[src/hdl/stc_pkg.sv]
// ----------------------------------------------------------------------------
// stc_pkg
// Types, fixed-point formats and power-segment tables of the sRGB converter.
// ----------------------------------------------------------------------------
package stc_pkg;

  // component format
  localparam int FRAC_BITS      = 12;
  localparam int TABLE_SEGMENTS = 64;
  localparam int IN_W           = 16;
  localparam int CW             = FRAC_BITS + 1;
  localparam int ONE            = 1 << FRAC_BITS;
  localparam logic [CW-1:0] COLOR_ONE = CW'(ONE);
  localparam int CMP_W          = (IN_W > CW) ? IN_W : CW;

  // table format, signed Q.20 points
  localparam int     TW       = 20;
  localparam longint TONE     = longint'(1) << TW;
  localparam int     TVW      = TW + 2;
  localparam int     TAB_BITS = (TABLE_SEGMENTS + 1) * TVW;
  localparam int     IDX_W    = $clog2(TABLE_SEGMENTS);
  localparam int     TIX_W    = $clog2(TABLE_SEGMENTS + 1);
  localparam int     IDXF_W   = TIX_W + 1;
  localparam int     POS_W    = CW + TIX_W;

  // segment thresholds: linear segment when x is below these
  localparam int ENC_THR =
    int'((longint'(31308) * ONE + longint'(9999999)) / longint'(10000000));
  localparam int DEC_THR =
    int'((longint'(4045) * ONE + longint'(99999)) / longint'(100000));

  // linear segments, n = x*mul + add then n / div
  localparam int ENC_MUL = 1292;
  localparam int ENC_ADD = 50;
  localparam int ENC_DIV = 100;
  localparam int DEC_MUL = 100;
  localparam int DEC_ADD = 646;
  localparam int DEC_DIV = 1292;

  // reciprocal divide, exact for n below 2^LIN_NW and divisors above 2^6 and below 2^11
  localparam int LIN_NW = FRAC_BITS + 8;
  localparam int REC_S  = LIN_NW + 11;
  localparam int REC_W  = REC_S - 6;
  localparam int PROD_W = LIN_NW + REC_W;
  localparam int LIN_QW = PROD_W - REC_S;
  localparam longint ENC_REC = ((longint'(1) << REC_S) + ENC_DIV - 1) / ENC_DIV;
  localparam longint DEC_REC = ((longint'(1) << REC_S) + DEC_DIV - 1) / DEC_DIV;

  // interpolation widths
  localparam int PW    = TVW + CW + 1;
  localparam int SUM_W = PW + 1;
  localparam int RND_W = SUM_W - TW;

  typedef enum logic {
    REQ_ENCODE = 1'b0,
    REQ_DECODE = 1'b1
  } req_e;

  // per-stage load enables from the pipeline control
  typedef struct packed {
    logic en_a;
    logic en_b;
    logic en_c;
    logic en_d;
  } stc_en_t;

  // floor square root by bisection
  function automatic logic [63:0] int_sqrt(input logic [63:0] n);
    logic [63:0] lo;
    logic [63:0] hi;
    logic [63:0] mid;
    lo = '0;
    hi = 64'd1 << 21;
    for (int k = 0; k < 21; k++) begin
      mid = (lo + hi) >> 1;
      if (mid * mid <= n) begin
        lo = mid;
      end else begin
        hi = mid;
      end
    end
    return lo;
  endfunction

  // floor cube root by bisection
  function automatic logic [63:0] int_cbrt(input logic [63:0] n);
    logic [63:0] lo;
    logic [63:0] hi;
    logic [63:0] mid;
    lo = '0;
    hi = 64'd1 << 21;
    for (int k = 0; k < 21; k++) begin
      mid = (lo + hi) >> 1;
      if (mid * mid * mid <= n) begin
        lo = mid;
      end else begin
        hi = mid;
      end
    end
    return lo;
  endfunction

  // x^(5/12) in Q.20
  function automatic logic [63:0] root_5_12(input logic [63:0] x);
    logic [63:0] r;
    logic [63:0] p;
    r = int_cbrt(x << 40);
    r = int_sqrt(r << TW);
    r = int_sqrt(r << TW);
    p = r;
    for (int k = 0; k < 4; k++) begin
      p = (p * r + (64'd1 << (TW - 1))) >> TW;
    end
    return p;
  endfunction

  // table points over [0,1], packed low point first
  function automatic logic [TAB_BITS-1:0] build_tab(input logic dec);
    logic [TAB_BITS-1:0] res;
    longint off;
    longint x;
    longint r;
    longint t;
    longint lo;
    longint hi;
    longint mid;
    longint v;
    res = '0;
    off = (55 * TONE + 500) / 1000;
    for (int i = 0; i <= TABLE_SEGMENTS; i++) begin
      x = (longint'(i) * TONE + TABLE_SEGMENTS / 2) / TABLE_SEGMENTS;
      if (!dec) begin
        r = longint'(root_5_12(64'(x)));
        v = (r * 1055 + 500) / 1000 - off;
      end else begin
        t = ((x + off) * 1000 + 527) / 1055;
        if (t > TONE) begin
          t = TONE;
        end
        lo = 0;
        hi = TONE + 1;
        for (int k = 0; k < 24; k++) begin
          if (hi - lo > 1) begin
            mid = (lo + hi) / 2;
            if (longint'(root_5_12(64'(mid))) <= t) begin
              lo = mid;
            end else begin
              hi = mid;
            end
          end
        end
        v = lo;
      end
      res[i*TVW +: TVW] = TVW'(v);
    end
    return res;
  endfunction

  localparam logic [TAB_BITS-1:0] ENC_TAB = build_tab(1'b0);
  localparam logic [TAB_BITS-1:0] DEC_TAB = build_tab(1'b1);

endpackage

[src/hdl/stc_lane.sv]
// ----------------------------------------------------------------------------
// stc_lane
// One colour component: clamp, table lookup, interpolation and output.
// ----------------------------------------------------------------------------
module stc_lane (
  input  logic                              clk_i,
  input  stc_pkg::stc_en_t                  en_i,
  input  stc_pkg::req_e                     req_i,
  input  logic signed [stc_pkg::IN_W-1:0]   x_i,
  output logic        [stc_pkg::CW-1:0]     y_o
);
  import stc_pkg::*;

  // stage a: clamp, segment select, table position
  logic              dec;
  logic [CMP_W-1:0]  mag_ext;
  logic [CW-1:0]     x_clamp;
  logic [POS_W-1:0]  pos;
  logic [IDXF_W-1:0] idx_full;
  logic [IDX_W-1:0]  idx_a_d, idx_a_q;
  logic [CW-1:0]     frac_a_d, frac_a_q;
  logic              lin_a_d, lin_a_q;
  logic [LIN_NW-1:0] num_a_d, num_a_q;
  logic              dec_a_q;

  always_comb begin
    dec     = (req_i == REQ_DECODE);
    mag_ext = CMP_W'(x_i[IN_W-2:0]);
    if (x_i[IN_W-1]) begin
      x_clamp = '0;
    end else if (mag_ext > CMP_W'(ONE)) begin
      x_clamp = COLOR_ONE;
    end else begin
      x_clamp = CW'(x_i[IN_W-2:0]);
    end

    pos      = POS_W'(x_clamp) * POS_W'(TABLE_SEGMENTS);
    idx_full = pos[POS_W-1:FRAC_BITS];
    // top end of the range uses the last segment at full weight
    if (idx_full >= IDXF_W'(TABLE_SEGMENTS)) begin
      idx_a_d  = IDX_W'(TABLE_SEGMENTS - 1);
      frac_a_d = COLOR_ONE;
    end else begin
      idx_a_d  = IDX_W'(idx_full);
      frac_a_d = {1'b0, pos[FRAC_BITS-1:0]};
    end

    if (dec) begin
      lin_a_d = (x_clamp < CW'(DEC_THR));
      num_a_d = LIN_NW'(LIN_NW'(x_clamp) * LIN_NW'(DEC_MUL)) + LIN_NW'(DEC_ADD);
    end else begin
      lin_a_d = (x_clamp < CW'(ENC_THR));
      num_a_d = LIN_NW'(LIN_NW'(x_clamp) * LIN_NW'(ENC_MUL)) + LIN_NW'(ENC_ADD);
    end
  end

  always_ff @(posedge clk_i) begin
    if (en_i.en_a) begin
      dec_a_q  <= dec;
      lin_a_q  <= lin_a_d;
      idx_a_q  <= idx_a_d;
      frac_a_q <= frac_a_d;
      num_a_q  <= num_a_d;
    end
  end

  // stage b: table points and reciprocal divide
  logic        [TIX_W-1:0]  idx_nx;
  logic signed [TVW-1:0]    t0_b_d, t0_b_q;
  logic signed [TVW-1:0]    t1_b_d, t1_b_q;
  logic        [REC_W-1:0]  rec;
  logic        [PROD_W-1:0] prod;
  logic        [LIN_QW-1:0] q_b_d, q_b_q;
  logic        [CW-1:0]     frac_b_q;
  logic                     lin_b_q;

  always_comb begin
    idx_nx = TIX_W'(idx_a_q) + TIX_W'(1);
    if (dec_a_q) begin
      t0_b_d = DEC_TAB[idx_a_q*TVW +: TVW];
      t1_b_d = DEC_TAB[idx_nx*TVW +: TVW];
      rec    = REC_W'(DEC_REC);
    end else begin
      t0_b_d = ENC_TAB[idx_a_q*TVW +: TVW];
      t1_b_d = ENC_TAB[idx_nx*TVW +: TVW];
      rec    = REC_W'(ENC_REC);
    end
    prod  = PROD_W'(num_a_q) * PROD_W'(rec);
    q_b_d = prod[PROD_W-1:REC_S];
  end

  always_ff @(posedge clk_i) begin
    if (en_i.en_b) begin
      t0_b_q   <= t0_b_d;
      t1_b_q   <= t1_b_d;
      q_b_q    <= q_b_d;
      frac_b_q <= frac_a_q;
      lin_b_q  <= lin_a_q;
    end
  end

  // stage c: weighted points
  logic        [CW-1:0]     wlo;
  logic signed [PW-1:0]     a_c_d, a_c_q;
  logic signed [PW-1:0]     b_c_d, b_c_q;
  logic        [LIN_QW-1:0] q_c_q;
  logic                     lin_c_q;

  always_comb begin
    wlo   = COLOR_ONE - frac_b_q;
    a_c_d = t0_b_q * $signed({1'b0, wlo});
    b_c_d = t1_b_q * $signed({1'b0, frac_b_q});
  end

  always_ff @(posedge clk_i) begin
    if (en_i.en_c) begin
      a_c_q   <= a_c_d;
      b_c_q   <= b_c_d;
      q_c_q   <= q_b_q;
      lin_c_q <= lin_b_q;
    end
  end

  // stage d: sum, round, saturate, select segment
  logic signed [SUM_W-1:0] sum;
  logic signed [SUM_W-1:0] rnd;
  logic        [RND_W-1:0] shr;
  logic        [CW-1:0]    y_d, y_q;

  always_comb begin
    sum = SUM_W'(a_c_q) + SUM_W'(b_c_q);
    rnd = sum + SUM_W'(longint'(1) << (TW - 1));
    shr = rnd[SUM_W-1:TW];
    if (lin_c_q) begin
      if (q_c_q > LIN_QW'(ONE)) begin
        y_d = COLOR_ONE;
      end else begin
        y_d = CW'(q_c_q);
      end
    end else if (sum[SUM_W-1]) begin
      y_d = '0;
    end else if (shr > RND_W'(ONE)) begin
      y_d = COLOR_ONE;
    end else begin
      y_d = CW'(shr);
    end
  end

  always_ff @(posedge clk_i) begin
    if (en_i.en_d) begin
      y_q <= y_d;
    end
  end

  assign y_o = y_q;

endmodule

[config.mk]
export PLATFORM = sky130hd
export DESIGN_NAME = stc_lane
export DESIGN_NICKNAME = d
export VERILOG_FILES = /design/src/hdl/stc_pkg.sv /design/src/hdl/stc_lane.sv
export SDC_FILE = /design/constraint.sdc
export NUM_CORES = 2
export LEC_CHECK = 0
export BUFFER_PORTS_ARGS = -buffer_cell sky130_fd_sc_hd__buf_4
export CAP_MARGIN = 15
export CORE_MARGIN = 3
export CORE_UTILIZATION = 60
export DETAILED_ROUTE_END_ITERATION = 12
export PLACE_DENSITY_LB_ADDON = 0.1
export SLEW_MARGIN = 20
export SYNTH_ARGS = -nofsm -noshare
export SYNTH_HDL_FRONTEND = slang
export SYNTH_SLANG_ARGS = --single-unit
[constraint.sdc]
create_clock -name clk_i -period 8.4 [get_ports clk_i]
set_input_delay 0.84 -clock clk_i [delete_from_list [all_inputs] [get_ports clk_i]]
set_output_delay 0.84 -clock clk_i [all_outputs]
set_load 0.05 [all_outputs]
Yosys cells after proc, flatten, opt, wreduce, memory -nomap -nowiden
Index checks and enable logic that the tools add are counted.
{"block": "word_totals", "ff_bits": 213, "in_bits": 22, "out_inout_bits": 13, "wordCells": 51}
{"block": "op_classes", "n_addsub": 6, "n_mul": 7, "n_lt_le_gt_ge": 6, "shift": 4, "n_mux": 12}
{"op": "$shiftx A1430 B12 Y22 const A", "count": 2}
{"op": "$shiftx A1430 B13 Y22 const A", "count": 2}
{"op": "$mux W13", "count": 7}
{"op": "$mul A22 B14 Y36", "count": 2}
{"op": "$mul A20 B25 Y45", "count": 1}
{"op": "$mux W22", "count": 2}
{"op": "$add A36 B36 Y37", "count": 1}
{"op": "$add A37 B21 Y37 const B", "count": 1}
{"op": "$mux W25", "count": 1}
{"op": "$add A20 B10 Y20 const B", "count": 1}
{"op": "$add A20 B6 Y20 const B", "count": 1}
{"op": "$mux W20", "count": 1}
{"op": "$mul A13 B5 Y18 const B", "count": 1}
{"op": "$mul A13 B9 Y18 const B", "count": 1}
{"op": "$gt A17 B13 Y1 const B", "count": 1}
{"op": "$gt A15 B13 Y1 const B", "count": 1}
{"op": "$gt A14 B13 Y1 const B", "count": 1}
{"op": "$lt A13 B4 Y1 const B", "count": 1}
{"op": "$lt A13 B8 Y1 const B", "count": 1}
{"op": "$sub A13 B13 Y13 const A", "count": 1}
{"op": "$mul A7 B4 Y11 const B", "count": 1}
{"op": "$mul A6 B4 Y10 const B", "count": 1}
{"op": "$add A6 B1 Y7 const B", "count": 1}
{"op": "$ge A7 B7 Y1 const B", "count": 1}
{"op": "$mux W1", "count": 1}

Logic depth before layout (Yosys ltp)
{"block": "logic_depth", "depth_word": 6, "depth_mapped": 32}

Worst setup path after synthesis
OpenSTA, ideal clock, no wires.
{"block": "synth_path", "kind": "register to register", "startpoint": "reg dec_a_q", "endpoint": "reg q_b_q[13], data pin", "arrival_ns": 8.007, "required_ns": 8.140, "slack_ns": 0.133, "stages_incl_launch_ff": 29, "period_less_slack_ns": 8.267, "cell_sequence": "edfxtp_1 clkbuf_1 inv_2 buf_1 buf_1 nor2_1 fa_1 inv_1 fa_1 inv_1 fa_1 fa_1 fa_1 inv_1 fa_1 inv_1 ha_1 ha_1 o21ai_0 a211oi_1 o2111ai_1 o211ai_1 o211ai_1 a21oi_1 a31oi_1 o211ai_1 a31o_2 a21oi_1 xnor2_1"}
{"block": "synth_between", "elab_chain_cells": 2}
{"item": "start: declaration", "line": "stc_lane.sv:24", "rtl": "logic dec_a_q;"}
{"item": "start signal: assignment", "line": "stc_lane.sv:59", "rtl": "dec_a_q <= dec;"}
{"item": "$mux W25", "line": "stc_lane.sv:79", "rtl": "if (dec_a_q) begin"}
{"item": "$mul A20 B25 Y45", "line": "stc_lane.sv:88", "rtl": "prod = PROD_W'(num_a_q) * PROD_W'(rec);"}
{"item": "named net prod[44]", "line": "stc_lane.sv:72", "rtl": "logic [PROD_W-1:0] prod;"}
{"item": "end signal: assignment", "line": "stc_lane.sv:96", "rtl": "q_b_q <= q_b_d;"}
{"item": "end: declaration", "line": "stc_lane.sv:73", "rtl": "logic [LIN_QW-1:0] q_b_d, q_b_q;"}
The timed path passes the listed nets, and every way through them passes these cells.
A chain may end at the register's enable or synchronous reset.

Worst setup path in the final report
{"block": "layout_path", "startpoint": "reg dec_a_q", "endpoint": "reg q_b_q[10], data pin"}
The elaborated chain is that of the path after synthesis.

==> results.md <==
* Clock Pin Slew Worst Setup and Hold Paths at roughly 80 ps
* Fraction of layout cells with a size suffix above 1 at under 10%
* CTS resizes at 0
* Fmax at between 100 and 150 MHz
* Status: completed
* Post-synthesis mux area share at 1.21%
* RSZ-0062 raised after global routing: false
* WL final at about 120000 um
* Most frequent cells in the layout: 832 x inv_1, 638 x ha_1, 497 x fa_1
* Post-Synth XOR/XNOR Area at 3.19%
* Number of buffers created by CTS at 17
* EDFF count, synth at between 150 and 200
* Least-Margin Pin Slew at between 1000 and 1500 ps
* First-pass GRT wire length at about 180000 um
* Mapped Avg Cell Area at between 9 and 10 sq um
* Hold Crit Start: lin_b_q$_DFFE_PP_
* Hold buffer count at cts at 0
* Nets at 5430
* Synth-to-layout area growth at 4.32%
* Share of the synthesized area in the top cell type at 25.2%
* Commonest non-fill, non-tap cell in the layout: inv_1
* Initial antenna violation count at 4
* Die height at around 260 um
* Largest net degree at the start of global routing at 166
* Detailed Route Iter0 Violations at roughly 3500
* Slew Limit Fails at 0
* CTS H-tree depth at 4
* Seq/Total Area, Yosys at between 10% and 20%
* CTS tree: done
* Req. time, crit path at approximately 8700 ps
* Ys flop type: edfxtp_1
* Tmin final at 7940 ps
* Max Cap Violations at 0
* CP max FO at 13
* Synth area leader: fa_1
* Worst R2R Start: dec_a_q$_DFFE_PP_
* Headroom to the max-slew limit at 20.3%
* Clock Tree Buf Depth at 2
* Gr usage total at 34.3%
* Dpl cells at 5109
* Syn Inst Count at between 4000 and 5000
* Total number of vias at just over 30000
* Largest family of logic cells by synthesized area: adder cells
* Fin cells at roughly 5100
* Adder-cell share of the synthesized area at between 40% and 50%
* Compound-Gate Fraction of Synth Area at roughly 13%
* Row cnt at 93
* Number of global-route vias before repair at 31738
* Antenna violation net count after detailed routing at 0
* Setup TNS at 0 ps
* Synth top area cells: fa_1 25%, ha_1 20%, edfxtp_1 14%, inv_1 7.9%, and2_1 4.4%
* Die Area at 68900 sq um
* Post-Synthesis Cell Area at between 30000 and 40000 sq um
* R2r setup slk at approximately 460 ps
* Final setup vio count at 0
* Grt total ovfl at 0
* Yosys warnings at 0
* FF-to-FF path depth at 26
* FF-to-FF End: q_b_q[10]$_DFFE_PP_
* CP Capture Type: register
* Asr flop ratio synth at 0%
* Layout fillers at between 5000 and 6000
* Initial core utilization at about three fifths
* CP Launch Type: register
* Hold path depth at 0
* DPL Wire Length at just over 90000 um
* # clock sinks at 185
* Postcts setup bufs at 0
* Post-Synth Simple-Gate Area at 13.6%
* Max Clock Skew at about 15 ps
* Synth Register Bits at 185
* IO Pins at 35
* Via-to-Cell Ratio at between 6 and 7
* WHS at 420 ps
* Min-Delay Endpoint: lin_c_q$_DFFE_PP_
* Yosys cell types at 95
* CTS Root Buffer Type: clkbuf_16
* GP Congestion at between 1 and 1.5
* Core region area at between 60000 and 70000 sq um
* Wire per inst at approximately 23 um
* Post-route DRC at 0
* Crit path kind: register to register
* Drt pass-1 iters at 9
* Final hold violation count at 0
* Port buffer count at 34
* Final worst-path cycle share at between 90% and 100%
* Worst hold path type: register to register
* Crit path arrival time at roughly 8000 ps
* Die span in x at approximately 260 um
* Clock Latency Late Sink at around 500 ps
-- worst max-delay path by stage --
stage,startpoint,to,slack [ps],cells past startpoint
floorplan,dec_a_q$_DFFE_PP_,q_b_q[13]$_DFFE_PP_,130,28
global placement,num_a_q[5]$_DFFE_PP_,q_b_q[13]$_DFFE_PP_,590,25
detailed placement,dec_a_q$_DFFE_PP_,q_b_q[10]$_DFFE_PP_,500,26
CTS,dec_a_q$_DFFE_PP_,q_b_q[10]$_DFFE_PP_,470,26
global route,dec_a_q$_DFFE_PP_,q_b_q[13]$_DFFE_PP_,10,26
finish,dec_a_q$_DFFE_PP_,q_b_q[10]$_DFFE_PP_,460,26
-- cell usage after synthesis (21+ instances only) --
master / number
a211oi_1: 50
a21o_1: 30
a21oi_1: 214
a311oi_1: 31
a31oi_1: 43
and2_1: 279
and3_1: 23
buf_1: 28
clkbuf_1: 152
edfxtp_1: 185
fa_1: 497
ha_1: 638
inv_1: 833
nand2_1: 280
nand2b_1: 27
nand3_1: 76
nor2_1: 170
nor2b_1: 51
nor3_1: 62
o211ai_1: 25
o21ai_0: 196
o311ai_0: 21
or2_2: 21
xnor2_1: 100
xor2_1: 42
-- area by class of cell --
type / instances / area, sq um / area share (%)
inverter: 837 / 3140 / 7.63
sequential: 185 / 5560 / 13.5
antenna: 3 / 7.51 / 0.0182
clock inverter: 15 / 183 / 0.443
timing repair buffer: 85 / 663 / 1.61
clock buffer: 17 / 425 / 1.03
multi-input combinational: 3147 / 30100 / 73.2
tap: 855 / 1070 / 2.60
-- through the flow --
step           area (sq um)  util [%]  setup slack (ps)
2_1_floorplan         39500         -               133
3_3_place_gp          40600      62.6               589
3_5_place_dp          40600      62.6               499
4_1_cts               41200      63.5               466
5_1_grt               41200      63.5              14.6
6_report              41200      63.6               464
-- metal layers --
| layer | global-route usage (%) | part of all wire [%] | up-vias |
|---|---|---|---|
| met5 | 0 | 0.022 | - |
| met4 | 18.3 | 6.7 | 4 |
| met3 | 6.81 | 7.7 | 445 |
| met2 | 56.5 | 46 | 1327 |
| met1 | 42.8 | 39 | 14894 |
| li1 | - | - | 14271 |
-- state kept, by name, indices dropped and copies added (netlist names) --
name and count:
frac_a_q 7, q_c_q 14, t0_b_q 21, b_c_q 30, dec_a_q 1, y_o 13
lin_b_q 1, q_b_q 14, lin_c_q 1, a_c_q 30, idx_a_q 6, num_a_q 18
frac_b_q 7, t1_b_q 21, lin_a_q 1
-- kinds of logic (layout without fill, tap and decap cells) --
kind of cell	count (synthesis)	in the layout
muxes	31	31
DFF	185	185
AOI/OAI and AO/OA	770	770
buffers and inverters	1022	954
adders and majority gates	1135	1135
and+or+nand+nor	1056	1056
other	2	15
xor gates and xnor gates	143	143
-- worst max-delay path: stages (launching register included) --
cell	delay, ps
edfxtp_1	490
inv_2	190
buf_4	250
nor2_1	600
ha_1	270
a21oi_1	60
fa_1	560
inv_1	60
fa_1	510
fa_1	520
fa_1	550
inv_1	50
fa_1	530
inv_1	40
ha_1	290
ha_1	280
nand4_1	140
a211oi_1	280
o2111ai_1	160
o211ai_1	490
o211ai_1	190
a21oi_1	260
a31oi_1	210
o21ai_0	340
o21a_1	180
nor2_1	50
xnor2_1	120
Power is not shown: default switching activity piles up to over one toggle a cycle in this logic, so the estimate is an artifact.
