## src/hdl/stc_pkg.sv

```systemverilog
// ----------------------------------------------------------------------------
// stc_pkg
// Types, fixed-point formats and power-segment tables of the sRGB converter.
// ----------------------------------------------------------------------------
package stc_pkg;

  // component format
  localparam int FRAC_BITS      = 12;
  localparam int TABLE_SEGMENTS = 64;
  localparam int IN_W           = 16;
  localparam int CW             = FRAC_BITS + 1;
  localparam int ONE            = 1 << FRAC_BITS;
  localparam logic [CW-1:0] COLOR_ONE = CW'(ONE);
  localparam int CMP_W          = (IN_W > CW) ? IN_W : CW;

  // table format, signed Q.20 points
  localparam int     TW       = 20;
  localparam longint TONE     = longint'(1) << TW;
  localparam int     TVW      = TW + 2;
  localparam int     TAB_BITS = (TABLE_SEGMENTS + 1) * TVW;
  localparam int     IDX_W    = $clog2(TABLE_SEGMENTS);
  localparam int     TIX_W    = $clog2(TABLE_SEGMENTS + 1);
  localparam int     IDXF_W   = TIX_W + 1;
  localparam int     POS_W    = CW + TIX_W;

  // segment thresholds: linear segment when x is below these
  localparam int ENC_THR =
    int'((longint'(31308) * ONE + longint'(9999999)) / longint'(10000000));
  localparam int DEC_THR =
    int'((longint'(4045) * ONE + longint'(99999)) / longint'(100000));

  // linear segments, n = x*mul + add then n / div
  localparam int ENC_MUL = 1292;
  localparam int ENC_ADD = 50;
  localparam int ENC_DIV = 100;
  localparam int DEC_MUL = 100;
  localparam int DEC_ADD = 646;
  localparam int DEC_DIV = 1292;

  // reciprocal divide, exact for n below 2^LIN_NW and divisors above 2^6 and below 2^11
  localparam int LIN_NW = FRAC_BITS + 8;
  localparam int REC_S  = LIN_NW + 11;
  localparam int REC_W  = REC_S - 6;
  localparam int PROD_W = LIN_NW + REC_W;
  localparam int LIN_QW = PROD_W - REC_S;
  localparam longint ENC_REC = ((longint'(1) << REC_S) + ENC_DIV - 1) / ENC_DIV;
  localparam longint DEC_REC = ((longint'(1) << REC_S) + DEC_DIV - 1) / DEC_DIV;

  // interpolation widths
  localparam int PW    = TVW + CW + 1;
  localparam int SUM_W = PW + 1;
  localparam int RND_W = SUM_W - TW;

  typedef enum logic {
    REQ_ENCODE = 1'b0,
    REQ_DECODE = 1'b1
  } req_e;

  // per-stage load enables from the pipeline control
  typedef struct packed {
    logic en_a;
    logic en_b;
    logic en_c;
    logic en_d;
  } stc_en_t;

  // floor square root by bisection
  function automatic logic [63:0] int_sqrt(input logic [63:0] n);
    logic [63:0] lo;
    logic [63:0] hi;
    logic [63:0] mid;
    lo = '0;
    hi = 64'd1 << 21;
    for (int k = 0; k < 21; k++) begin
      mid = (lo + hi) >> 1;
      if (mid * mid <= n) begin
        lo = mid;
      end else begin
        hi = mid;
      end
    end
    return lo;
  endfunction

  // floor cube root by bisection
  function automatic logic [63:0] int_cbrt(input logic [63:0] n);
    logic [63:0] lo;
    logic [63:0] hi;
    logic [63:0] mid;
    lo = '0;
    hi = 64'd1 << 21;
    for (int k = 0; k < 21; k++) begin
      mid = (lo + hi) >> 1;
      if (mid * mid * mid <= n) begin
        lo = mid;
      end else begin
        hi = mid;
      end
    end
    return lo;
  endfunction

  // x^(5/12) in Q.20
  function automatic logic [63:0] root_5_12(input logic [63:0] x);
    logic [63:0] r;
    logic [63:0] p;
    r = int_cbrt(x << 40);
    r = int_sqrt(r << TW);
    r = int_sqrt(r << TW);
    p = r;
    for (int k = 0; k < 4; k++) begin
      p = (p * r + (64'd1 << (TW - 1))) >> TW;
    end
    return p;
  endfunction

  // table points over [0,1], packed low point first
  function automatic logic [TAB_BITS-1:0] build_tab(input logic dec);
    logic [TAB_BITS-1:0] res;
    longint off;
    longint x;
    longint r;
    longint t;
    longint lo;
    longint hi;
    longint mid;
    longint v;
    res = '0;
    off = (55 * TONE + 500) / 1000;
    for (int i = 0; i <= TABLE_SEGMENTS; i++) begin
      x = (longint'(i) * TONE + TABLE_SEGMENTS / 2) / TABLE_SEGMENTS;
      if (!dec) begin
        r = longint'(root_5_12(64'(x)));
        v = (r * 1055 + 500) / 1000 - off;
      end else begin
        t = ((x + off) * 1000 + 527) / 1055;
        if (t > TONE) begin
          t = TONE;
        end
        lo = 0;
        hi = TONE + 1;
        for (int k = 0; k < 24; k++) begin
          if (hi - lo > 1) begin
            mid = (lo + hi) / 2;
            if (longint'(root_5_12(64'(mid))) <= t) begin
              lo = mid;
            end else begin
              hi = mid;
            end
          end
        end
        v = lo;
      end
      res[i*TVW +: TVW] = TVW'(v);
    end
    return res;
  endfunction

  localparam logic [TAB_BITS-1:0] ENC_TAB = build_tab(1'b0);
  localparam logic [TAB_BITS-1:0] DEC_TAB = build_tab(1'b1);

endpackage

```

## src/hdl/stc_ctl.sv

```systemverilog
// ----------------------------------------------------------------------------
// stc_ctl
// Valid tracking and stall propagation for the four converter stages.
// ----------------------------------------------------------------------------
module stc_ctl (
  input  logic            clk_i,
  input  logic            rst_ni,
  input  logic            in_valid_i,
  output logic            in_stall_o,
  output logic            out_valid_o,
  input  logic            out_stall_i,
  output stc_pkg::stc_en_t en_o
);
  import stc_pkg::*;

  logic va_q, vb_q, vc_q, vd_q;
  logic va_d, vb_d, vc_d, vd_d;
  logic rdy_a, rdy_b, rdy_c, rdy_d;

  // a stage loads when it is empty or its content moves on
  assign rdy_d = !vd_q || !out_stall_i;
  assign rdy_c = !vc_q || rdy_d;
  assign rdy_b = !vb_q || rdy_c;
  assign rdy_a = !va_q || rdy_b;

  always_comb begin
    va_d = rdy_a ? in_valid_i : va_q;
    vb_d = rdy_b ? va_q : vb_q;
    vc_d = rdy_c ? vb_q : vc_q;
    vd_d = rdy_d ? vc_q : vd_q;
  end

  always_ff @(posedge clk_i or negedge rst_ni) begin
    if (!rst_ni) begin
      va_q <= 1'b0;
      vb_q <= 1'b0;
      vc_q <= 1'b0;
      vd_q <= 1'b0;
    end else begin
      va_q <= va_d;
      vb_q <= vb_d;
      vc_q <= vc_d;
      vd_q <= vd_d;
    end
  end

  assign en_o.en_a  = rdy_a;
  assign en_o.en_b  = rdy_b;
  assign en_o.en_c  = rdy_c;
  assign en_o.en_d  = rdy_d;
  assign in_stall_o  = !rdy_a;
  assign out_valid_o = vd_q;

endmodule

```

## config.mk

```make
export PLATFORM = sky130hd
export DESIGN_NAME = stc_ctl
export DESIGN_NICKNAME = d
export VERILOG_FILES = /design/src/hdl/stc_pkg.sv /design/src/hdl/stc_ctl.sv
export SDC_FILE = /design/constraint.sdc
export NUM_CORES = 1
export LEC_CHECK = 0
export ABC_CLOCK_PERIOD_IN_PS = 2200
export BUFFER_PORTS_ARGS = -buffer_cell sky130_fd_sc_hd__buf_2
export CAP_MARGIN = 20
export CORE_AREA = 5 5 42 44
export CTS_CLUSTER_DIAMETER = 80
export DETAILED_ROUTE_END_ITERATION = 12
export DIE_AREA = 0 0 47 49
export GPL_TIMING_DRIVEN = 0
export PLACE_DENSITY = 0.41
export SETUP_SLACK_MARGIN = 0.02
export SLEW_MARGIN = 20
export SYNTH_ARGS = -nofsm -noshare
export SYNTH_HDL_FRONTEND = slang
export SYNTH_SLANG_ARGS = --single-unit
```

## constraint.sdc

```tcl
create_clock -name clk_i -period 2.2 [get_ports clk_i]
set_input_delay 0.33 -clock clk_i [delete_from_list [all_inputs] [get_ports clk_i]]
set_output_delay 0.33 -clock clk_i [all_outputs]
set_load 0.02 [all_outputs]
```

; ---- Yosys cells after proc, flatten, opt, wreduce, memory -nomap -nowiden
; Cells that the tools add are included.
; W data, S select, Z words.
[totals]
ff_bits = 4
in_bits = 4
[classes]
reduce_logical = 10
[op_table]
columns = operator, n
row1 = $logic_not A1 Y1, 6
row2 = $logic_or A1 B1 Y1, 4

; ---- Longest topological paths before layout
; Gate-level depths: netlist (run 1).
[logic_depth]
ltp_word = 6
ltp_mapped = 3

; ---- Worst setup path before layout (run 1)
; OpenSTA, ideal clock, no wires.
[synth_timing]
path_kind = flip-flop to output port
startpoint = reg vd_q (netlist: out_valid_o)
endpoint = out en_o[3] (netlist bit)
t_arrival_ns = 1.013
setup_slack_ns = 0.857
path_stages_with_launch = 4
n_path_buf = 1
cell_sequence = dfrtp_1 -> nand4_4 -> or2_1 -> buf_4
[synth_via]
elab_chain_len = 5
[synth_lines]
columns = element, line_no
row1 = from (decl), stc_ctl.sv:16  ; logic va_q, vb_q, vc_q, vd_q;
row2 = from (signal assigned), stc_ctl.sv:43  ; vd_q <= vd_d;
row3 = $logic_not A1 Y1, stc_ctl.sv:21  ; assign rdy_d = !vd_q || !out_stall_i;
row4 = $logic_or A1 B1 Y1, stc_ctl.sv:21
row5 = $logic_or A1 B1 Y1, stc_ctl.sv:22  ; assign rdy_c = !vc_q || rdy_d;
row6 = $logic_or A1 B1 Y1, stc_ctl.sv:23  ; assign rdy_b = !vb_q || rdy_c;
row7 = named net rdy_b, stc_ctl.sv:18  ; logic rdy_a, rdy_b, rdy_c, rdy_d;
row8 = $logic_or A1 B1 Y1, stc_ctl.sv:24  ; assign rdy_a = !va_q || rdy_b;
row9 = to (decl), stc_ctl.sv:12  ; output stc_pkg::stc_en_t en_o
; The timed path passes the listed nets, and every way through them passes these cells.

; ---- Worst setup path in the final report (run 1)
; Ends and elaborated chain as after synthesis.

==> results of run 1 <==
-- Yosys cell counts --
master	number	area share (%)
buf_4	4	15
dfrtp_1	4	51
inv_1	1	1.9
nand2_1	2	3.8
nand2b_1	2	6.3
nand3_1	1	2.5
nand4_4	1	11
nor2_1	1	1.9
o21bai_1	1	3.8
or2_1	1	3.2
-- worst max-delay path by stage --
stage / startpoint / to / slack (ps) / depth (start not counted)
CTS: out_valid_o / en_o[3] / 570 / 4
global route: out_valid_o / en_o[3] / 500 / 4
finish: out_valid_o / en_o[3] / 600 / 4
floorplan: out_valid_o / en_o[3] / 860 / 3
detailed placement: out_stall_i / en_o[3] / 820 / 5
global placement: out_stall_i / en_o[3] / 830 / 5
-- flip-flops by register name (all words and copies together), names as in the netlist --
register	cells
vb_q	1
va_q	1
out_valid_o	1
vc_q	1
-- final cells by class --
cell class | instances | area, um2
plain buffers | 4 | 30.0
clock buffers | 3 | 22.5
fillers | 168 | 1110
inverters | 1 | 3.75
multi-input cells | 9 | 63.8
flip-flops and latches | 4 | 100
well taps | 16 | 20.0
repair buffers | 10 | 55.1
-- cells by family after synthesis --
family	Yosys count	share of synthesized area [%]
AOI/OAI and AO/OA	1	3.80
buffers and inverters	5	17.1
DFF	4	50.6
and+or+nand+nor	8	28.5
-- timing repair --
item | CTS | global route
hold buffers | 1 | 0
setup endpoints to repair | 0 | 0
endpoints found under the hold margin | 4 | 0
resized for setup | 0 | 0
-- report_power, final --
group          internal [uW]  total (uW)  switching, uW
clock                   61.1        92.4           31.3
combinational           26.6        56.5           29.9
sequential              81.4        88.3           6.87
-- worst max-delay path: stages, from the launching register on --
cell,delay [ps]
dfrtp_1,410
nand4_4,140
or2_1,230
buf_4,120
buf_2,150
-- through the flow --
step	instance area, um2	hold WS [ps]
CTS	295	280
floorplan	198	34.4
global placement	263	136
detailed placement	263	143
finish	295	287
global route	295	290
-- metal layers --
layer | wire [um] | global-route usage (%) | up-vias | share of wire (%)
met4 | 0 | 4.15 | 0 | 0
met5 | 0 | 0 | - | 0
met3 | 69 | 4.80 | 0 | 18
li1 | - | - | 80 | -
met2 | 130 | 4.98 | 10 | 34
met1 | 180 | 5.09 | 66 | 47
==> metrics.cfg, run 1 <==
[global_routing]
grt_usage_pct = 4.73
grt_first_pass_wirelength_um = 703
grt_pass1_vias = 174
grt_antenna_before_repair = 0
grt_max_degree = 6
grt.overflow.total = 0

[worst_setup_path]
path_class = register to output port
crit_fanout = 5
start_kind = register
r2r_end = va_q
reg2reg_depth = 2
arrival_ps = 1270
critical_path_required_ps = 1870
endpoint_kind = output port
rrSetupSlack_ps = 1450
regToRegStartpoint = out_valid_o

[sta]
worstMarginPinSlew_ps = 163
fin_crit_sh_pct = 72.9
hold_viol = 0
setup_viol = 0
finalClockSkew_ps = 3.75
fin_setup_tns_ps = 0
slew_headroom_pct = 89.1
layout_min_cycle_time_ps = 1600
fmax_mhz = 623
rsz0062_at_grt = no
setup_slack_ps = 595
final_max_slew_viol_count = 0

[final_layout]
final_cell_mix = buf_2 (9), buf_4 (4), dfrtp_1 (4)
finalNetCount = 37
final_cells = 47
syn_to_final_growth_pct = 49.4
antenna-diode-count = 0
mostFrequentLayoutCell = buf_2
final_layout_size_suffix_gt1_share_pct = 54.8
postLayoutCoreUtil_pct = 21.1

[power_and_ir_drop]
power.total_uw = 237
irDropWorstVdd_uv = 251
p_leak_uw = 0.000139
p_per_area_nw_per_um2 = 803

[detailed_routing]
detail_route.iter0.violations = 0
vias_per_cell = 3.32
drc = 0
dr_total_vias = 156
dr.pass1.iters = 1
wl_um = 380
post_drt_wl_per_cell_um = 8.09
ant_nets = 0

[placed_design]
routabilityCongestion = 0.618
place_inst = 43
hpwl_um = 307
place_ws_ps = 823
io_buffers = 9

[floorplan]
core-area_um2 = 1400
die_w_um = 47
die_y_um = 49
std_cell_rows = 14
dieArea_um2 = 2300
io_pins = 10
start_util_pct = 14.1

[worst_hold_path]
worstHoldStart = in_valid_i
min_to = va_q
hold_class = input pin to register
whs_path_depth = 2

[clocking]
clk_latency_ps = 230
post_cts_buffers = 0
cts.sinks = 4
cts_made_buffers = 3
cts-root-buf = clkbuf_4
clkSlewWorstSetupHoldPaths_ps = 40
cts_tree = built
cts.path.max_buffers = 2
cts_max_level = 1

[outcome]
outcome = finished clean

[synth]
syn_avg_cell_area_um2 = 11.0
synth_cells = 18
ys_seq_elements = 4
syn_area_um2 = 198
synth_nets = 22
synthDistinctLibCells = 10
ys_seq_area_share_pct = 50.6
yosys_warnings = 0

[run]
cap_viol_max_count = 0

(Power assumes the default switching activity.)
==> run 2: changes to the inputs <==
--- a/config.mk
+++ b/config.mk
@@ -5,7 +5,7 @@
 export SDC_FILE = /design/constraint.sdc
 export NUM_CORES = 1
 export LEC_CHECK = 0
-export ABC_CLOCK_PERIOD_IN_PS = 2200
+export ABC_CLOCK_PERIOD_IN_PS = 1600
 export BUFFER_PORTS_ARGS = -buffer_cell sky130_fd_sc_hd__buf_2
 export CAP_MARGIN = 20
 export CORE_AREA = 5 5 42 44
==> constraint.sdc (replaced) <==
create_clock -name clk_i -period 1.6 [get_ports clk_i]
set_input_delay 0.24 -clock clk_i [delete_from_list [all_inputs] [get_ports clk_i]]
set_output_delay 0.24 -clock clk_i [all_outputs]
set_load 0.02 [all_outputs]
==> run 2 against run 1 <==
Combinational power rose by 44%. Cell area rose by 2.5%. Utilization rose by 0.54 points. Sequential share of layout area fell by 0.84 points.
==> metrics.cfg, run 2 (synthesis gave the netlist of run 1 again) <==
[floorplan]
std_cell_rows = 14  ; unchanged
io_pins = 10  ; unchanged
start_util_pct = 14.1  ; unchanged
dieArea_um2 = 2300  ; unchanged
die_y_um = 49  ; unchanged
die_w_um = 47  ; unchanged
core-area_um2 = 1400  ; unchanged

[final_layout]
final_cell_mix = buf_2 (9), buf_4 (5), dfrtp_1 (4)  ; was buf_2 (9), buf_4 (4), dfrtp_1 (4)
fin_area_um2 = 303  ; was 295 um2
syn_to_final_growth_pct = 53.2  ; was 49.4%
mostFrequentLayoutCell = buf_2  ; unchanged
finalNetCount = 38  ; was 37
final_layout_size_suffix_gt1_share_pct = 56.3  ; was 54.8%
antenna-diode-count = 0  ; unchanged
fill_cells = 168  ; unchanged

[sta]
rsz0062_at_grt = no  ; unchanged
fin_crit_sh_pct = 94.0
setup_viol = 0  ; unchanged
fin_setup_tns_ps = 0  ; unchanged
finalClockSkew_ps = 3.75  ; unchanged
slew_headroom_pct = 88.9  ; was 89.1%
hold_viol = 0  ; unchanged
layout_min_cycle_time_ps = 1500
final_max_slew_viol_count = 0  ; unchanged
worstMarginPinSlew_ps = 167  ; was 163 ps
fmax_mhz = 665
timing.hold.ws_ps = 197  ; was 287 ps

[detailed_routing]
drc = 0  ; unchanged
ant_nets = 0  ; unchanged
wl_um = 400  ; was 380 um
detail_route.iter0.violations = 0  ; unchanged
dr.pass1.iters = 1  ; unchanged
post_drt_wl_per_cell_um = 8.33  ; was 8.09 um
vias_per_cell = 3.31  ; was 3.32
dr_total_vias = 159  ; was 156

[global_routing]
grt_first_pass_wirelength_um = 703  ; unchanged
grt_usage_pct = 4.73  ; unchanged
grt_max_degree = 6  ; unchanged
grt_antenna_before_repair = 0  ; unchanged
grt.overflow.total = 0  ; unchanged
grt_pass1_vias = 174  ; unchanged

[run]
cap_viol_max_count = 0  ; unchanged

[clocking]
clk_latency_ps = 230  ; about the same
cts_resized = 0  ; unchanged
cts.path.max_buffers = 2  ; unchanged
cts.sinks = 4  ; unchanged
cts_made_buffers = 3  ; unchanged
cts-root-buf = clkbuf_4  ; unchanged
cts_max_level = 1  ; unchanged
clkSlewWorstSetupHoldPaths_ps = 40  ; about the same
cts_tree = built  ; unchanged

[outcome]
outcome = finished clean  ; unchanged

[worst_setup_path]
crit_fanout = 5  ; unchanged
path_class = register to output port  ; unchanged
arrival_ps = 1260  ; was 1270 ps
start_kind = register  ; unchanged
critical_path_required_ps = 1360  ; was 1870 ps
endpoint_kind = output port  ; unchanged

[worst_hold_path]
hold_class = input pin to register  ; unchanged

[power_and_ir_drop]
p_per_area_nw_per_um2 = 1090  ; was 803 nW/um2
irDropWorstVdd_uv = 345  ; was 251 uV
power.total_uw = 330  ; was 237 uW
p_leak_uw = 0.000143  ; was 0.000139 uW

[placed_design]
routabilityCongestion = 0.618  ; unchanged
hpwl_um = 307  ; unchanged
io_buffers = 9  ; unchanged
place_area_um2 = 263  ; unchanged

==> run 2: through the flow <==
stage / util [%] / setup WS, ps / cells
CTS: 21.1 / 61.2 / 47
global placement: 18.8 / 339 / 43
finish: 21.6 / 95.5 / 48
floorplan: - / 347 / 18
detailed placement: 18.8 / 326 / 43
global route: 21.6 / 22.4 / 48
==> run 2: cell type report <==
| class | count | area (um2) | area share [%] |
|---|---|---|---|
| Buffer | 4 | 30.0 | 9.92 |
| Clock buffer | 3 | 22.5 | 7.44 |
| Sequential cell | 4 | 100 | 33.1 |
| Timing Repair Buffer | 11 | 62.6 | 20.7 |
| Inverter | 1 | 3.75 | 1.24 |
| Tap cell | 16 | 20.0 | 6.61 |
| Multi-Input combinational cell | 9 | 63.8 | 21.1 |
==> run 2: where the power goes <==
group          leakage, uW  internal [uW]  switching (uW)
Clock            0.0000138           84.0            43.0
Combinational    0.0000872           39.2            41.9
Sequential       0.0000420            112            9.57
==> run 2: timing repair <==
| action | 4_1_cts | 5_1_grt |
|---|---|---|
| endpoints found under the setup margin | 0 | 1 |
| endpoints found under the hold margin | 4 | 0 |
| hold buffers | 1 | 0 |
| buffers inserted | 0 | 1 |
==> run 2: final timing paths <==
path	end	startpoint	cells after the start	slack, ps
worst max-delay path	en_o[3]	out_valid_o	4	100
worst min-delay path	va_q	in_valid_i	2	200
worst max register to register	va_q	out_valid_o	2	860
worst min register to register	vb_q	va_q	2	470
max in group asynchronous	out_valid_o	rst_ni	2	1140
min in group asynchronous	va_q	rst_ni	2	340
==> run 2: critical path, stage by stage, from the launching register on <==
cell	delay [ps]
dfrtp_1	410
nand4_4	120
or2_1	230
buf_4	120
buf_2	150
==> run 2: routing by layer <==
layer / share of wire, % / global-route usage, % / wire length (um) / vias to the layer above
met5: 0 / 0 / 0 / -
met1: 46 / 5.09 / 184 / 67
met4: 0 / 4.15 / 0 / 0
met3: 17 / 4.80 / 69 / 0
met2: 37 / 4.98 / 146 / 10
li1: - / - / - / 82
==> run 3: changes to the inputs <==
--- a/config.mk
+++ b/config.mk
@@ -5,15 +5,15 @@
 export SDC_FILE = /design/constraint.sdc
 export NUM_CORES = 1
 export LEC_CHECK = 0
-export ABC_CLOCK_PERIOD_IN_PS = 1600
-export BUFFER_PORTS_ARGS = -buffer_cell sky130_fd_sc_hd__buf_2
+export ABC_CLOCK_PERIOD_IN_PS = 1200
+export BUFFER_PORTS_ARGS = -buffer_cell sky130_fd_sc_hd__clkbuf_2
 export CAP_MARGIN = 20
 export CORE_AREA = 5 5 42 44
 export CTS_CLUSTER_DIAMETER = 80
 export DETAILED_ROUTE_END_ITERATION = 12
 export DIE_AREA = 0 0 47 49
 export GPL_TIMING_DRIVEN = 0
-export PLACE_DENSITY = 0.41
+export PLACE_DENSITY = 0.42
 export SETUP_SLACK_MARGIN = 0.02
 export SLEW_MARGIN = 20
 export SYNTH_ARGS = -nofsm -noshare
==> constraint.sdc (replaced) <==
create_clock -name clk_i -period 1.2 [get_ports clk_i]
set_input_delay 0.18 -clock clk_i [delete_from_list [all_inputs] [get_ports clk_i]]
set_output_delay 0.18 -clock clk_i [all_outputs]
set_load 0.02 [all_outputs]
==> run 3 against run 2 <==
The run now ends with setup timing left. Total power increased by 66%. Clock power increased by 51%. Sequential share of layout area decreased by 9.3 points. Final cell count increased by 10%. Non-clock buffer count increased by 4. Critical endpoint is now en_o[1].
==> metrics.cfg, run 3 (synthesis gave the netlist of run 1 again) <==
[floorplan]
start_util_pct = 14.1  ; unchanged
die_y_um = 49  ; unchanged
core-area_um2 = 1400  ; unchanged
die_w_um = 47  ; unchanged
dieArea_um2 = 2300  ; unchanged
std_cell_rows = 14  ; unchanged
io_pins = 10  ; unchanged

[detailed_routing]
dr_total_vias = 195  ; was 159
ant_nets = 0  ; unchanged
vias_per_cell = 3.68  ; was 3.31
dr.pass1.iters = 1  ; unchanged
wl_um = 551  ; was 400 um
drc = 0  ; unchanged
detail_route.iter0.violations = 0  ; unchanged
post_drt_wl_per_cell_um = 10.4  ; was 8.33 um

[clocking]
cts_tree = built  ; unchanged
clkSlewWorstSetupHoldPaths_ps = 40  ; about the same
clk_latency_ps = 240  ; was 230 ps
cts_max_level = 1  ; unchanged
cts_made_buffers = 3  ; unchanged
cts-root-buf = clkbuf_4  ; unchanged
cts.path.max_buffers = 2  ; unchanged
cts.sinks = 4  ; unchanged

[final_layout]
final_layout_size_suffix_gt1_share_pct = 70.3  ; was 56.3%
antenna-diode-count = 0  ; unchanged
syn_to_final_growth_pct = 116  ; was 53.2%
finalNetCount = 42  ; was 38
postLayoutCoreUtil_pct = 30.4  ; was 21.6%
final_cell_mix = buf_4 (5), buf_6 (5)  ; was buf_2 (9), buf_4 (5), dfrtp_1 (4)

[worst_setup_path]
endpoint_kind = output port  ; unchanged
critical_path_required_ps = 1020  ; was 1360 ps
worstSetupStartpoint = vc_q  ; was out_valid_o
worstSetupEndpoint = en_o[1]  ; was en_o[3]
regToRegStartpoint = vc_q  ; was out_valid_o
reg2reg_depth = 4  ; was 2
crit_fanout = 3  ; was 5
r2r_end = va_q  ; unchanged
start_kind = register  ; unchanged
path_class = register to output port  ; unchanged
rrSetupSlack_ps = 240  ; was 860 ps
arrival_ps = 1130  ; was 1260 ps

[placed_design]
place_ws_ps = 7.63  ; was 326 ps
io_buffers = 9  ; unchanged
routabilityCongestion = 0.645  ; was 0.618
hpwl_um = 340  ; was 307 um

[global_routing]
grt_antenna_before_repair = 0  ; unchanged
busiest_layer = met2  ; was met1
use_met1_pct = 6.90  ; was 5.09%
grt_max_degree = 5  ; was 6
grt_util_met2_pct = 8.37  ; was 4.98%
grt_pass1_vias = 231  ; was 174
grtUsageMet3_pct = 5.90  ; was 4.80%
grt_usage_pct = 7.00  ; was 4.73%
grt.overflow.total = 0  ; unchanged
grt_first_pass_wirelength_mm = 1.01  ; was 703 um

[sta]
final_max_slew_viol_count = 0  ; unchanged
hold_viol = 0  ; unchanged
fin_crit_sh_pct = 109
slew_headroom_pct = 89.2  ; was 88.9%
layout_min_cycle_time_ps = 1310
finalClockSkew_ps = 6.70  ; was 3.75 ps
worstMarginPinSlew_ps = 161  ; was 167 ps
timing.hold.ws_ps = 152  ; was 197 ps
rsz0062_at_grt = yes  ; was no
fin_setup_tns_ps = -369  ; was 0 ps
setup_viol = 5  ; was 0
fmax_mhz = 765
setup_slack_ps = -106  ; was 95.5 ps

[worst_hold_path]
hold_class = input pin to register  ; unchanged

[power_and_ir_drop]
power.total_uw = 549  ; was 330 uW
irDropWorstVdd_uv = 467  ; was 345 uV
p_leak_uw = 0.000196  ; was 0.000143 uW
p_per_area_nw_per_um2 = 1290  ; was 1090 nW/um2

[run]
cap_viol_max_count = 0  ; unchanged

[outcome]
violations = setup timing
outcome = finished with violations  ; was finished clean

==> run 3: cell count changes in the layout (fill, tap and decap cells not counted), sizes merged <==
cell    change
clkbuf      +6
buf         -1
==> run 3: worst min path at each step <==
| stage | from | endpoint | slack (ps) | cells after the start |
|---|---|---|---|---|
| 6_report | in_valid_i | va_q | 150 | 2 |
| 5_1_grt | in_valid_i | va_q | 140 | 2 |
| 4_1_cts | in_valid_i | va_q | 150 | 2 |
| 3_5_place_dp | rst_ni | va_q | -6 | 1 |
| 3_3_place_gp | rst_ni | va_q | -10 | 1 |
| 2_1_floorplan | rst_ni | out_valid_o | -120 | 0 |
==> run 3: cell type report <==
type,count,area (um2)
inverters,1,3.75
plain buffers,2,18.8
multi-input cells,9,83.8
repair buffers,17,173
clock buffers,4,26.3
flip-flops and latches,4,101
well taps,16,20.0
fillers,154,975
==> run 3: critical path, stage by stage, from the launching register on <==
cell and delay (ps):
dfrtp_1 400, buf_4 130, nand3_2 70, buf_4 140
clkbuf_8 140
==> run 3: metal layers <==
layer | up-vias | routed length (um)
met5 | - | 0
met4 | 0 | 28
met3 | 5 | 66
met2 | 13 | 250
met1 | 85 | 205
li1 | 92 | -
==> run 3: repair_timing <==
| action | 4_1_cts | 5_1_grt |
|---|---|---|
| resized for setup | 18 | 7 |
| hold buffers | 1 | 0 |
| setup buffers | 7 | 0 |
| endpoints found under the hold margin | 4 | 0 |
| endpoints found under the setup margin | 5 | 6 |
| cloned | 0 | 0 |
| pin swaps | 2 | 1 |
==> run 3: report_power, final <==
group          total (uW)  switching (uW)  internal (uW)
Sequential            162            12.5            150
Clock                 192            66.1            125
Combinational         195            79.9            115
Total                 549             159            390
==> run 3: per-stage QoR <==
stage          instance area [um2]  cells
6_report                       427     53
3_5_place_dp                   264     43
5_1_grt                        427     53
4_1_cts                        413     53
2_1_floorplan                  199     18
3_3_place_gp                   264     43
